===== src/rlfs_pkg.sv =====
// Shared types, codes and constants for the RGB LED fade sequencer.
package rlfs_pkg;

  localparam int unsigned DutyBitsDef = 8;
  localparam int unsigned MsBitsDef   = 16;

  // lamp modes
  localparam logic [1:0] MODE_WORK = 2'd0;
  localparam logic [1:0] MODE_FADE = 2'd1;
  localparam logic [1:0] MODE_DOWN = 2'd2;
  localparam logic [1:0] MODE_WAKE = 2'd3;

  // channel indexes
  localparam logic [1:0] CH_R = 2'd0;
  localparam logic [1:0] CH_G = 2'd1;
  localparam logic [1:0] CH_B = 2'd2;

  // configuration register indexes
  localparam logic [2:0] REG_MS_TICK_LIMIT   = 3'd0;
  localparam logic [2:0] REG_HOLD_TO_OFF_MS  = 3'd1;
  localparam logic [2:0] REG_HOLD_TO_ON_MS   = 3'd2;
  localparam logic [2:0] REG_IDLE_TIMEOUT_MS = 3'd3;
  localparam logic [2:0] REG_STEP_PERIOD_MS  = 3'd4;
  localparam logic [2:0] REG_FADE_STEP_TICKS = 3'd5;
  localparam logic [2:0] REG_SETTLE_MS       = 3'd6;

  localparam logic [24:0] GAMMA_BIAS = 25'd130305;

  // handshake between sequencer and gamma unit
  typedef struct packed {
    logic       start;
    logic [7:0] value;
  } gam_req_t;

endpackage


===== src/rgb_led_fade_sequencer.sv =====
// Top level of the RGB LED fade sequencer: tick control, fade sequencer, PWM output.
//
//  channel   | group           | payload (lowest bit first)
//  ----------+-----------------+---------------------------------------------------------
//  tick in   | s_axis_*        | tdata[0] button_down
//  result out| m_axis_*        | red_on, green_on, blue_on, red/green/blue_level, lamp_mode
//  config    | cfg_we/idx/wdata| register index 0..6, data up to 16 bits
//
// Each tick transaction is taken when the sequencer is idle. A tick that makes a colour
// step first runs its gamma values (up to three) one after another through the shared
// multiplier in the gamma unit; a tick without a colour step goes straight to the result.
// Reset puts the lamp in working mode with all counters and duties cleared.
// A stalled result holds in the output register; the next tick transaction is accepted
// meanwhile, and its result waits until the register frees.
module rgb_led_fade_sequencer import rlfs_pkg::*; #(
  parameter int unsigned DUTY_BITS = DutyBitsDef,
  parameter int unsigned MS_BITS   = MsBitsDef
) (
  input  logic        clk_i,
  input  logic        rst_ni,
  input  logic        s_axis_tvalid,
  output logic        s_axis_tready,
  input  logic [7:0]  s_axis_tdata,   // [0] button_down
  output logic        m_axis_tvalid,
  input  logic        m_axis_tready,
  output logic [31:0] m_axis_tdata,   // [0] red_on [1] green_on [2] blue_on [10:3] red_level
                                      // [18:11] green_level [26:19] blue_level [28:27] lamp_mode
  input  logic        cfg_we_i,
  input  logic [2:0]  cfg_idx_i,
  input  logic [15:0] cfg_wdata_i
);

  localparam logic [1:0] ST_IDLE   = 2'd0;
  localparam logic [1:0] ST_GSTART = 2'd1;
  localparam logic [1:0] ST_GWAIT  = 2'd2;
  localparam logic [1:0] ST_EMIT   = 2'd3;

  typedef logic [DUTY_BITS-1:0] duty_t;
  typedef logic [MS_BITS-1:0]   ms_t;

  // configuration
  logic [7:0]  ms_tick_limit_q, step_period_ms_q, fade_step_ticks_q, settle_ms_q;
  logic [15:0] hold_to_off_ms_q, hold_to_on_ms_q, idle_timeout_ms_q;

  // control state
  logic [1:0] state_q, state_d;
  logic [1:0] mode_q, mode_d;
  duty_t      pwm_q;
  logic [7:0] tick_q, tick_d;
  ms_t        ms_q, ms_d, press_q, press_d;
  logic       held_q, held_d, last_q, last_d;
  logic [7:0] pos_q, pos_d;
  logic [2:0] phase_q, phase_d;
  logic [7:0] stepc_q, stepc_d;
  duty_t      duty_q [3];
  duty_t      duty_d [3];
  logic [1:0] fch_q, fch_d;
  logic [7:0] ftc_q, ftc_d, settle_q, settle_d;
  logic       skip_q, skip_d;

  // gamma job list for one colour step
  logic [1:0] njob_q, njob_d, jidx_q;
  logic [1:0] jch_q [3];
  logic [1:0] jch_d [3];
  logic [7:0] jv_q [3];
  logic [7:0] jv_d [3];

  logic        m_valid_q;
  logic [31:0] m_data_q;

  logic        accept, emit_go, ms_edge, cstep;
  logic [2:0]  sphase;
  logic [1:0]  fade_ch;
  logic [15:0] need;
  logic [7:0]  ci, cr, ch_half, c_half;
  gam_req_t    gam_req;
  logic        gam_done;
  duty_t       gam_res;
  logic [2:0]  pins;

  assign s_axis_tready = (state_q == ST_IDLE);
  assign accept        = s_axis_tvalid && s_axis_tready;
  assign emit_go       = (state_q == ST_EMIT) && (!m_valid_q || m_axis_tready);

  // fade order: red, blue, green
  always_comb begin
    unique case (fch_q)
      2'd0:    fade_ch = CH_R;
      2'd1:    fade_ch = CH_B;
      default: fade_ch = CH_G;
    endcase
  end

  // one tick of the lamp control, evaluated in the accept cycle
  always_comb begin
    mode_d   = mode_q;   tick_d   = tick_q;   ms_d   = ms_q;
    press_d  = press_q;  held_d   = held_q;   last_d = last_q;   pos_d   = pos_q;
    phase_d  = phase_q;  stepc_d  = stepc_q;  fch_d  = fch_q;    ftc_d   = ftc_q;
    settle_d = settle_q; skip_d   = 1'b0;     ms_edge = 1'b0;    cstep   = 1'b0;
    sphase   = phase_q;
    need     = hold_to_on_ms_q;
    for (int c = 0; c < 3; c++) duty_d[c] = duty_q[c];

    if (s_axis_tdata[0] != last_q) begin
      last_d = s_axis_tdata[0];
      if (s_axis_tdata[0]) begin
        held_d  = 1'b1;
        press_d = ms_q;
      end else begin
        held_d = 1'b0;
      end
      if (mode_q == MODE_DOWN) mode_d = MODE_WAKE;
    end else if (mode_q == MODE_DOWN) begin
      skip_d = 1'b1;
    end

    if (!skip_d) begin
      if (tick_q >= ms_tick_limit_q) begin
        tick_d  = '0;
        ms_d    = ms_q + ms_t'(1);
        ms_edge = 1'b1;
      end else begin
        tick_d = tick_q + 8'd1;
      end

      if (mode_d == MODE_FADE) begin
        if (fch_q != 2'd3) begin
          if (duty_q[fade_ch] == '0) begin
            fch_d = fch_q + 2'd1;
          end else begin
            ftc_d = ftc_q + 8'd1;
            if (ftc_d >= fade_step_ticks_q) begin
              ftc_d = '0;
              duty_d[fade_ch] = duty_q[fade_ch] - duty_t'(1);
            end
          end
        end else begin
          if (ms_edge && settle_q != 8'd255) settle_d = settle_q + 8'd1;
          if (settle_d >= settle_ms_q) mode_d = MODE_DOWN;
        end
      end else begin
        if (ms_d >= MS_BITS'(idle_timeout_ms_q) && mode_d != MODE_WAKE) begin
          mode_d = MODE_FADE; fch_d = '0; ftc_d = '0; settle_d = '0;
        end
        if (mode_d != MODE_FADE) begin
          need = (mode_d == MODE_WORK) ? hold_to_off_ms_q : hold_to_on_ms_q;
          if (held_d && ms_t'(ms_d - press_d) >= MS_BITS'(need)) begin
            held_d = 1'b0;
            if (mode_d == MODE_WORK) begin
              mode_d = MODE_FADE; fch_d = '0; ftc_d = '0; settle_d = '0;
            end else begin
              mode_d = MODE_WORK;
              ms_d   = '0;
            end
          end else if (mode_d == MODE_WORK) begin
            if (ms_edge) begin
              stepc_d = stepc_q + 8'd1;
              if (stepc_d >= step_period_ms_q) begin
                stepc_d = '0;
                cstep   = 1'b1;
                if (pos_q == 8'd255) begin
                  pos_d   = '0;
                  phase_d = phase_q + 3'd1;
                end else begin
                  pos_d = pos_q + 8'd1;
                end
                // phase seven sets no duty and folds back to phase zero
                sphase = phase_d;
                if (phase_d == 3'd7) phase_d = '0;
              end
            end
          end else if (!held_d) begin
            mode_d = MODE_FADE; fch_d = '0; ftc_d = '0; settle_d = '0;
          end
        end
      end
    end
  end

  // gamma jobs of the colour step
  assign ci      = pos_d;
  assign cr      = 8'd255 - pos_d;
  assign c_half  = {1'b0, pos_d[7:1]};
  assign ch_half = 8'd128 - c_half;

  always_comb begin
    njob_d = '0;
    for (int j = 0; j < 3; j++) begin
      jch_d[j] = CH_R;
      jv_d[j]  = '0;
    end
    if (cstep) begin
      unique case (sphase)
        3'd0: begin
          njob_d = 2'd2; jch_d[0] = CH_B; jv_d[0] = ci; jch_d[1] = CH_G; jv_d[1] = ch_half;
        end
        3'd1: begin
          njob_d = 2'd2; jch_d[0] = CH_B; jv_d[0] = cr; jch_d[1] = CH_R; jv_d[1] = ci;
        end
        3'd2: begin
          njob_d = 2'd2; jch_d[0] = CH_R; jv_d[0] = cr; jch_d[1] = CH_G; jv_d[1] = ci;
        end
        3'd3: begin
          njob_d = 2'd3; jch_d[0] = CH_G; jv_d[0] = cr; jch_d[1] = CH_B; jv_d[1] = ci;
          jch_d[2] = CH_R; jv_d[2] = ci;
        end
        3'd5: begin
          njob_d = 2'd3; jch_d[0] = CH_B; jv_d[0] = cr; jch_d[1] = CH_G; jv_d[1] = c_half;
          jch_d[2] = CH_R; jv_d[2] = ci;
        end
        3'd4, 3'd6: begin
          njob_d = 2'd1; jch_d[0] = CH_R; jv_d[0] = cr;
        end
        default: njob_d = '0;
      endcase
    end
  end

  // sequencer
  always_comb begin
    state_d = state_q;
    unique case (state_q)
      ST_IDLE:   if (accept) state_d = (njob_d != '0) ? ST_GSTART : ST_EMIT;
      ST_GSTART: state_d = ST_GWAIT;
      ST_GWAIT:  if (gam_done) state_d = (jidx_q == njob_q - 2'd1) ? ST_EMIT : ST_GSTART;
      ST_EMIT:   if (emit_go) state_d = ST_IDLE;
      default:   state_d = ST_IDLE;
    endcase
  end

  assign gam_req.start = (state_q == ST_GSTART);
  assign gam_req.value = jv_q[jidx_q];

  rlfs_gamma #(
    .DUTY_BITS(DUTY_BITS)
  ) u_gamma (
    .clk_i   (clk_i),
    .rst_ni  (rst_ni),
    .req_i   (gam_req),
    .done_o  (gam_done),
    .result_o(gam_res)
  );

  // pin drive from the updated duties; all off while powered down
  always_comb begin
    for (int c = 0; c < 3; c++) begin
      pins[c] = !skip_q && (duty_q[c] != '0) && (duty_q[c] >= pwm_q);
    end
  end

  always_ff @(posedge clk_i or negedge rst_ni) begin
    if (!rst_ni) begin
      state_q  <= ST_IDLE;  mode_q   <= MODE_WORK; pwm_q  <= '0;  tick_q <= '0;
      ms_q     <= '0;       press_q  <= '0;        held_q <= 1'b0; last_q <= 1'b0;
      pos_q    <= '0;       phase_q  <= '0;        stepc_q <= '0;
      fch_q    <= '0;       ftc_q    <= '0;        settle_q <= '0; skip_q <= 1'b0;
      njob_q   <= '0;       jidx_q   <= '0;        m_valid_q <= 1'b0;
      for (int c = 0; c < 3; c++) duty_q[c] <= '0;
      ms_tick_limit_q   <= 8'd36;    hold_to_off_ms_q  <= 16'd1200;
      hold_to_on_ms_q   <= 16'd150;  idle_timeout_ms_q <= 16'd35000;
      step_period_ms_q  <= 8'd3;     fade_step_ticks_q <= 8'd30;
      settle_ms_q       <= 8'd10;
    end else begin
      state_q <= state_d;
      if (cfg_we_i) begin
        unique case (cfg_idx_i)
          REG_MS_TICK_LIMIT:   ms_tick_limit_q   <= cfg_wdata_i[7:0];
          REG_HOLD_TO_OFF_MS:  hold_to_off_ms_q  <= cfg_wdata_i;
          REG_HOLD_TO_ON_MS:   hold_to_on_ms_q   <= cfg_wdata_i;
          REG_IDLE_TIMEOUT_MS: idle_timeout_ms_q <= cfg_wdata_i;
          REG_STEP_PERIOD_MS:  step_period_ms_q  <= cfg_wdata_i[7:0];
          REG_FADE_STEP_TICKS: fade_step_ticks_q <= cfg_wdata_i[7:0];
          REG_SETTLE_MS:       settle_ms_q       <= cfg_wdata_i[7:0];
          default: ;
        endcase
      end
      if (accept) begin
        mode_q <= mode_d;  tick_q <= tick_d;   ms_q <= ms_d;       press_q <= press_d;
        held_q <= held_d;  last_q <= last_d;   pos_q <= pos_d;     phase_q <= phase_d;
        stepc_q <= stepc_d; fch_q <= fch_d;    ftc_q <= ftc_d;     settle_q <= settle_d;
        skip_q <= skip_d;  njob_q <= njob_d;   jidx_q <= '0;
        for (int c = 0; c < 3; c++) duty_q[c] <= duty_d[c];
      end
      if (state_q == ST_GWAIT && gam_done) begin
        duty_q[jch_q[jidx_q]] <= gam_res;
        jidx_q <= jidx_q + 2'd1;
      end
      if (emit_go) begin
        m_valid_q <= 1'b1;
        if (!skip_q) pwm_q <= pwm_q + duty_t'(1);
      end else if (m_axis_tready) begin
        m_valid_q <= 1'b0;
      end
    end
  end

  always_ff @(posedge clk_i) begin
    if (accept) begin
      for (int j = 0; j < 3; j++) begin
        jch_q[j] <= jch_d[j];
        jv_q[j]  <= jv_d[j];
      end
    end
    if (emit_go) begin
      m_data_q <= {3'd0, mode_q, 8'(duty_q[CH_B]), 8'(duty_q[CH_G]), 8'(duty_q[CH_R]),
                   pins[CH_B], pins[CH_G], pins[CH_R]};
    end
  end

  assign m_axis_tvalid = m_valid_q;
  assign m_axis_tdata  = m_data_q;

endmodule


===== src/rlfs_gamma.sv =====
// Multi-cycle cube gamma unit built around one shared 16x8 multiplier.
module rlfs_gamma import rlfs_pkg::*; #(
  parameter int unsigned DUTY_BITS = DutyBitsDef
) (
  input  logic                 clk_i,
  input  logic                 rst_ni,
  input  gam_req_t             req_i,
  output logic                 done_o,
  output logic [DUTY_BITS-1:0] result_o
);

  localparam logic [1:0] CNT_IDLE = 2'd0;
  localparam logic [1:0] CNT_SQ   = 2'd1;
  localparam logic [1:0] CNT_CUBE = 2'd2;
  localparam logic [1:0] CNT_DONE = 2'd3;

  logic [1:0]  cnt_q, cnt_d;
  logic [7:0]  v_q;
  logic [23:0] prod_q;
  logic [15:0] mul_a;
  logic [23:0] mul_p;
  logic [24:0] sum;

  // first pass v*v, second pass v^2*v
  assign mul_a = (cnt_q == CNT_SQ) ? {8'd0, v_q} : prod_q[15:0];
  assign mul_p = 24'(mul_a) * 24'(v_q);

  always_comb begin
    unique case (cnt_q)
      CNT_IDLE: cnt_d = req_i.start ? CNT_SQ : CNT_IDLE;
      CNT_SQ:   cnt_d = CNT_CUBE;
      CNT_CUBE: cnt_d = CNT_DONE;
      CNT_DONE: cnt_d = CNT_IDLE;
      default:  cnt_d = CNT_IDLE;
    endcase
  end

  always_ff @(posedge clk_i or negedge rst_ni) begin
    if (!rst_ni) begin
      cnt_q <= CNT_IDLE;
    end else begin
      cnt_q <= cnt_d;
    end
  end

  always_ff @(posedge clk_i) begin
    if (cnt_q == CNT_IDLE && req_i.start) begin
      v_q <= req_i.value;
    end
    if (cnt_q == CNT_SQ || cnt_q == CNT_CUBE) begin
      prod_q <= mul_p;
    end
  end

  assign sum      = {1'b0, prod_q} + GAMMA_BIAS;
  assign done_o   = (cnt_q == CNT_DONE);
  assign result_o = (v_q < 8'd2) ? '0 : DUTY_BITS'(sum[24:16]);

endmodule


===== config.mk =====
export PLATFORM = sky130hd
export DESIGN_NAME = rgb_led_fade_sequencer
export DESIGN_NICKNAME = d
export VERILOG_FILES = /design/src/rlfs_pkg.sv /design/src/rgb_led_fade_sequencer.sv /design/src/rlfs_gamma.sv
export SDC_FILE = /design/constraint.sdc
export NUM_CORES = 1
export LEC_CHECK = 0
export BUFFER_PORTS_ARGS = -buffer_cell sky130_fd_sc_hd__clkbuf_2
export CAP_MARGIN = 30
export CORE_MARGIN = 3
export CORE_UTILIZATION = 23
export DETAILED_ROUTE_END_ITERATION = 10
export RECOVER_POWER = 25
export SYNTH_ARGS = -nofsm -noshare
export SYNTH_HDL_FRONTEND = slang
export SYNTH_SLANG_ARGS = --single-unit

===== constraint.sdc =====
create_clock -name clk_i -period 8.2 [get_ports clk_i]
set_clock_uncertainty 0.1 [all_clocks]
set_input_delay 0.82 -clock clk_i [delete_from_list [all_inputs] [get_ports clk_i]]
set_output_delay 0.82 -clock clk_i [all_outputs]
set_load 0.03 [all_outputs]

==> out/results.tsv, run 1 <==
stage	metric	value	unit
grt	first-pass GRT wire length	79.6	mm
cts	hold_buf cts	0	
route	Detail Route Antenna Nets	0	
placed_design	Buffers on Ports	55	
synth	Post-Syn Area	0.0204	mm^2
placed_design	global placement routability congestion	0.824	
finish	n_diodes	0	
timing	worst slew pin tran	4.24	ns
synth	Yosys reg bits	292	
cts	H-tree depth	1	
die	Starting Density	23.4	%
finish	Area Growth Syn to Fin	13.8	%
synth	Synth area leaders	dfrtp_1, edfxtp_1, ha_1	
finish	Filler cells	9206	
synth	EDFF count, synth	89	
finish	most common cell after layout, fill and taps aside	nand2_1	
cts	Clk Latency, worst-skew pair	0.59	ns
synth	top_reg_cell synth	dfrtp_1	
synth	synth warn	0	
timing	# setup viols final	0	
cts	# clock sinks	292	
route	Remaining DRCs	0	
placed_design	DP Wirelength	35.4	mm
placed_design	Place WS	0.462	ns
cts	CTS tree	done	
route	DRT iter0 DRCs	690	
timing	final worst path period need	7.53	ns
die	Core Area	0.0874	mm^2
timing	final hold violations	0	
die	row count	108	
die	Chip Width	304	um
cts	clock transition at the registers of the reported paths	0.06	ns
route	Pre-Repair DR Iteration Count	5	
worst_setup_path	Crit Path Max Fanout	9	
run_status	violated checks	max-capacitance violations, max-slew violations	
route	Routed WL per cell	14.8	um
worst_setup_path	worst path required time	8.44	ns
finish	Final Non-Filler Cells	3255	
timing	ratio of final minimum period to clock period	91.8	%
worst_setup_path	crit start category	flop	
cts	CTS buffer count	31	
finish	ratio of cells with drive above 1 in the final layout	12.8	%
timing	relative slew slack	-183	%
synth	Yosys top cell by area	dfrtp_1	
timing	Pins Over Slew Limit	71	
synth	Async S/R FF share, synth	69.5	%
placed_design	placed insts	3194	
grt	initial antenna violation count	1	
timing	total negative slack	0	ns
route	via count	14500	
synth	share of the synthesized area in the top cell type	21.9	%
worst_setup_path	CP most frequent cell	a21o_1	
cts	Root Driver	clkbuf_16	
grt	grt total ovfl	0	
cts	Max Root-Sink Buffers	3	
flow_run	Max-Cap Viols	1	
worst_setup_path	Worst path max stage delay	0.51	ns
timing	setup repair after global routing missed its margin	no	
die	Top Ports	66	
synth	Netlist cell types	80	
worst_setup_path	crit path kind	flop to flop	
run_status	outcome	finished with violations	
synth	Post-Synthesis Cells	2028	
timing	achievable frequency	133	MHz
die	Die Span Y	304	um
route	vias per cell	4.45	
timing	setup ws final	0.669	ns
grt	total global routing track utilization	10.4	%
synth	Avg Cell Area, Syn	10.1	um^2
worst_setup_path	critical path data arrival time	7.77	ns
grt	vias in the first global route	14600	
worst_setup_path	Critical Path End Type	flop	
min_path	Hold Path Class	flop to flop	
route	WL final	48.1	mm
finish	most frequent cells in the layout	nand2_1, dfrtp_1, ha_1, inv_1, o21ai_0	
grt	largest net degree at the start of global routing	73	
synth	register area share after synthesis	38.1	%
worst_setup_path	critical path's slowest cell	dfstp_2	
die	Die Area	0.0924	mm^2
finish	# nets final	2360	
-- per-layer routing --
layer	vias to the layer above	share of wire, %	track usage (%)
met1	7020	49	14.7
met5	-	0.027	0
li1	7163	-	-
met2	222	45	16.6
met3	63	4.1	1.78
met4	2	1.7	2.09
-- worst max-delay path, delay by kind of cell (launching register included) --
kind            cells  cell delay (ns)
xor+xnor            4             0.67
simple gates        6             1.34
flops               1             0.51
buf+inv             3             0.22
fa+ha+maj           5             1.40
compound gates     16             3.03
-- layout make-up --
class	count	area [um^2]	share of cell area, %
clock inverter	18	238	1.02
sequential	292	7780	33.5
inverter	163	612	2.63
multi-input combinational	1500	11800	50.6
clock buffer	40	872	3.75
tap	1155	1450	6.22
timing repair buffer	87	533	2.29
-- state kept, by name (all words and copies together), names as in the netlist, 16 cells and up --
register / count
m_axis_tdata: 29
duty_q: 24
jv_q: 24
u_gamma.prod_q: 24
hold_to_off_ms_q: 16
hold_to_on_ms_q: 16
idle_timeout_ms_q: 16
ms_q: 16
press_q: 16
-- metrics by stage --
stage	util, %	area [um^2]	hold slack [ns]
final	26.6	23300	0.372
after global routing	26.6	23300	0.393
after CTS	26.6	23200	0.104
after detailed placement	25.3	22100	0.363
after global placement	25.3	22100	0.356
after floorplan	-	20400	0.336
-- Yosys cell counts (all sizes together) (17+ instances only) --
library cell	number
nand2	228
dfrtp	179
ha	168
inv	163
o21ai	144
nor2	93
edfxtp	89
fa	85
mux2	83
a21oi	81
mux2i	66
xnor2	66
clkbuf	58
and2	53
nand3	50
nor2b	40
xor2	36
nor3	35
nand2b	33
a21o	30
and3	25
dfstp	24
a211oi	23
nand4	19
buf	17
-- kinds of logic after synthesis --
kind of cell	Yosys count	share of synthesized area, %
compound gates	378	11.8
xor+xnor	102	4.37
fa+ha+maj	254	18.7
buf+inv	238	4.52
flops	292	38.1
mux	149	7.83
other cells	1	0.0184
simple gates	614	14.7
-- timing repair --
action / 4_1_cts / 5_1_grt
setup endpoints to repair: 0 / 6
gates resized for setup: 0 / 3
buffers inserted: 0 / 3
-- final timing paths --
| kind | from | endpoint | slack [ns] | depth (start not counted) |
|---|---|---|---|---|
| worst max-delay path | ms_tick_limit_q[2]$_DFFE_PN1P_ | jv_q[1][6]$_SDFFCE_PN0P_ | 0.67 | 34 |
| worst min-delay path | pwm_q[3]$_DFFE_PN0P_ | pwm_q[3]$_DFFE_PN0P_ | 0.37 | 1 |
| worst max register to register | ms_tick_limit_q[2]$_DFFE_PN1P_ | jv_q[1][6]$_SDFFCE_PN0P_ | 0.67 | 34 |
| worst min register to register | pwm_q[3]$_DFFE_PN0P_ | pwm_q[3]$_DFFE_PN0P_ | 0.37 | 1 |
| max in group asynchronous | rst_ni | mode_q[1]$_DFFE_PN0P_ | 3.79 | 2 |
| min in group asynchronous | rst_ni | idle_timeout_ms_q[12]$_DFFE_PN0P_ | 1.62 | 1 |
Power of run 1 is not shown: default switching activity piles up to over one toggle a cycle in this logic, so the estimate is an artifact.
==> inputs of run 2 (changes only) <==
--- a/config.mk
+++ b/config.mk
@@ -10,6 +10,7 @@
 export CORE_MARGIN = 3
 export CORE_UTILIZATION = 23
 export DETAILED_ROUTE_END_ITERATION = 10
+export MAX_ROUTING_LAYER = met4
 export RECOVER_POWER = 25
 export SYNTH_ARGS = -nofsm -noshare
 export SYNTH_HDL_FRONTEND = slang
==> run 2 against run 1 <==
Net effect:
- count of clock-buffer cells in the layout unchanged
- worst hold slack about the same
- final cell count about the same
- critical path type unchanged
- via count is 0.21% higher
- final area is essentially flat
- fmax about the same
- core utilization about the same
- global-route usage increased by 0.31 points
- first-iteration DRC count increased by 7.2%
- non-clock buffer count did not move
- the flow still finishes with violations (max-capacitance violations, max-slew violations)
==> out/results.tsv, run 2 (synthesis gave the netlist of run 1 again) <==
stage	metric	value	unit	change
cts	CTS tree	done		unchanged
die	Die Area	0.0924	mm^2	unchanged
worst_setup_path	worst path required time	8.44	ns	about the same
cts	# clock sinks	292		unchanged
finish	# nets final	2360		unchanged
worst_setup_path	Worst path max stage delay	0.51	ns	about the same
cts	hold_buf cts	0		unchanged
worst_setup_path	cell family with most CP delay	compound AO/OA/AOI/OAI gates		unchanged
placed_design	Place WS	0.462	ns	unchanged
timing	final worst path period need	7.54	ns	was 7.53 ns
route	Post-Route M1 WL	23.7	mm	about the same
timing	achievable frequency	133	MHz	about the same
cts	Root Driver	clkbuf_16		unchanged
timing	relative slew slack	-181	%	was -183%
die	Starting Density	23.4	%	unchanged
grt	total global routing track utilization	10.7	%	was 10.4%
cts	Max Root-Sink Buffers	3		unchanged
placed_design	DP Wirelength	35.4	mm	unchanged
route	Remaining DRCs	0		unchanged
route	vias per cell	4.45		about the same
cts	H-tree depth	1		unchanged
worst_setup_path	crit path kind	flop to flop		unchanged
grt	vias in the first global route	14600		about the same
grt	grt total ovfl	0		unchanged
timing	total negative slack	0	ns	unchanged
finish	most frequent cells in the layout	nand2_1, dfrtp_1, ha_1, inv_1, o21ai_0		unchanged
die	Top Ports	66		unchanged
route	DRT iter0 DRCs	740		was 690
flow_run	Max-Cap Viols	1		unchanged
route	WL final	48.1	mm	about the same
timing	ratio of final minimum period to clock period	91.9	%	was 91.8%
run_status	outcome	finished with violations		unchanged
route	Detail Route Antenna Nets	0		unchanged
finish	final instance area	0.0233	mm^2	about the same
die	row count	108		unchanged
placed_design	Buffers on Ports	55		unchanged
route	highest metal used	met4		was met5
worst_setup_path	Crit Path Max Fanout	9		unchanged
worst_setup_path	critical path's slowest cell	dfstp_2		unchanged
timing	worst slew pin tran	4.21	ns	was 4.24 ns
route	met2 routed WL	21.6	mm	about the same
worst_setup_path	critical path data arrival time	7.77	ns	about the same
grt	initial antenna violation count	1		unchanged
timing	final hold violations	0		unchanged
cts	CTS buffer count	31		unchanged
worst_setup_path	crit start category	flop		unchanged
route	via count	14500		about the same
route	Pre-Repair DR Iteration Count	7		was 5
die	Core Area	0.0874	mm^2	unchanged
finish	ratio of cells with drive above 1 in the final layout	12.8	%	unchanged
grt	first-pass GRT wire length	79.7	mm	was 79.6 mm
finish	Filler cells	9206		unchanged
timing	# setup viols final	0		unchanged
finish	Area Growth Syn to Fin	13.8	%	about the same
timing	setup ws final	0.665	ns	was 0.669 ns
finish	most common cell after layout, fill and taps aside	nand2_1		unchanged
finish	Largest register FFs	29		unchanged
timing	setup repair after global routing missed its margin	no		unchanged
grt	largest net degree at the start of global routing	73		unchanged
worst_setup_path	CP most frequent cell	a21o_1		unchanged
cts	clock transition at the registers of the reported paths	0.06	ns	about the same
run_status	violated checks	max-capacitance violations, max-slew violations		unchanged
cts	Clk Latency, worst-skew pair	0.59	ns	about the same
placed_design	global placement routability congestion	0.836		was 0.824
worst_setup_path	CP Buf/Inv Count	3		unchanged
route	Routed WL per cell	14.8	um	about the same
die	Chip Width	304	um	unchanged
worst_setup_path	Critical Path End Type	flop		unchanged
placed_design	placed inst area	0.0221	mm^2	unchanged
timing	worst hold slack	0.372	ns	about the same
route	met3 wire len	2.02	mm	was 1.96 mm
timing	Pins Over Slew Limit	71		unchanged
die	Die Span Y	304	um	unchanged
min_path	Hold Path Class	flop to flop		unchanged
-- run 2: changes by cell type in the layout (fill, tap and decap cells not counted), sizes merged --
cell   change
diode      +1
-- run 2: timing repair --
action                     4_1_cts  5_1_grt
resized for setup                0        3
setup endpoints to repair        0        6
setup buffers                    0        3
-- run 2: cell type report --
| cell class | instances | area [um^2] | area share [%] |
|---|---|---|---|
| antenna | 1 | 2.50 | 0.0108 |
| clock buffer | 40 | 872 | 3.75 |
| clock inverter | 18 | 238 | 1.02 |
| inverter | 163 | 612 | 2.63 |
| multi-input combinational | 1500 | 11800 | 50.6 |
| sequential | 292 | 7780 | 33.5 |
| tap | 1155 | 1450 | 6.21 |
| timing repair buffer | 87 | 533 | 2.29 |
-- run 2: metal layers --
layer | vias to the layer above | track usage, %
li1 | 7163 | -
met1 | 7027 | 14.8
met2 | 242 | 16.6
met3 | 69 | 1.77
met4 | 0 | 2.09
met5 | - | -
-- run 2: worst paths after layout --
check | start | endpoint | slack (ns) | depth (start not counted)
worst min register to register | pwm_q[3]$_DFFE_PN0P_ | pwm_q[3]$_DFFE_PN0P_ | 0.37 | 1
worst max-delay path | ms_tick_limit_q[2]$_DFFE_PN1P_ | jv_q[1][6]$_SDFFCE_PN0P_ | 0.66 | 34
max in group asynchronous | rst_ni | mode_q[1]$_DFFE_PN0P_ | 3.81 | 2
worst min-delay path | pwm_q[3]$_DFFE_PN0P_ | pwm_q[3]$_DFFE_PN0P_ | 0.37 | 1
worst max register to register | ms_tick_limit_q[2]$_DFFE_PN1P_ | jv_q[1][6]$_SDFFCE_PN0P_ | 0.66 | 34
min in group asynchronous | rst_ni | idle_timeout_ms_q[12]$_DFFE_PN0P_ | 1.61 | 1
-- run 2: per-stage QoR --
| stage | util [%] | cells |
|---|---|---|
| 4_1_cts | 26.6 | 3252 |
| 6_report | 26.6 | 3256 |
| 2_1_floorplan | - | 2030 |
| 5_1_grt | 26.6 | 3256 |
| 3_3_place_gp | 25.3 | 3191 |
| 3_5_place_dp | 25.3 | 3194 |
Power of run 2 is left out for the same reason.
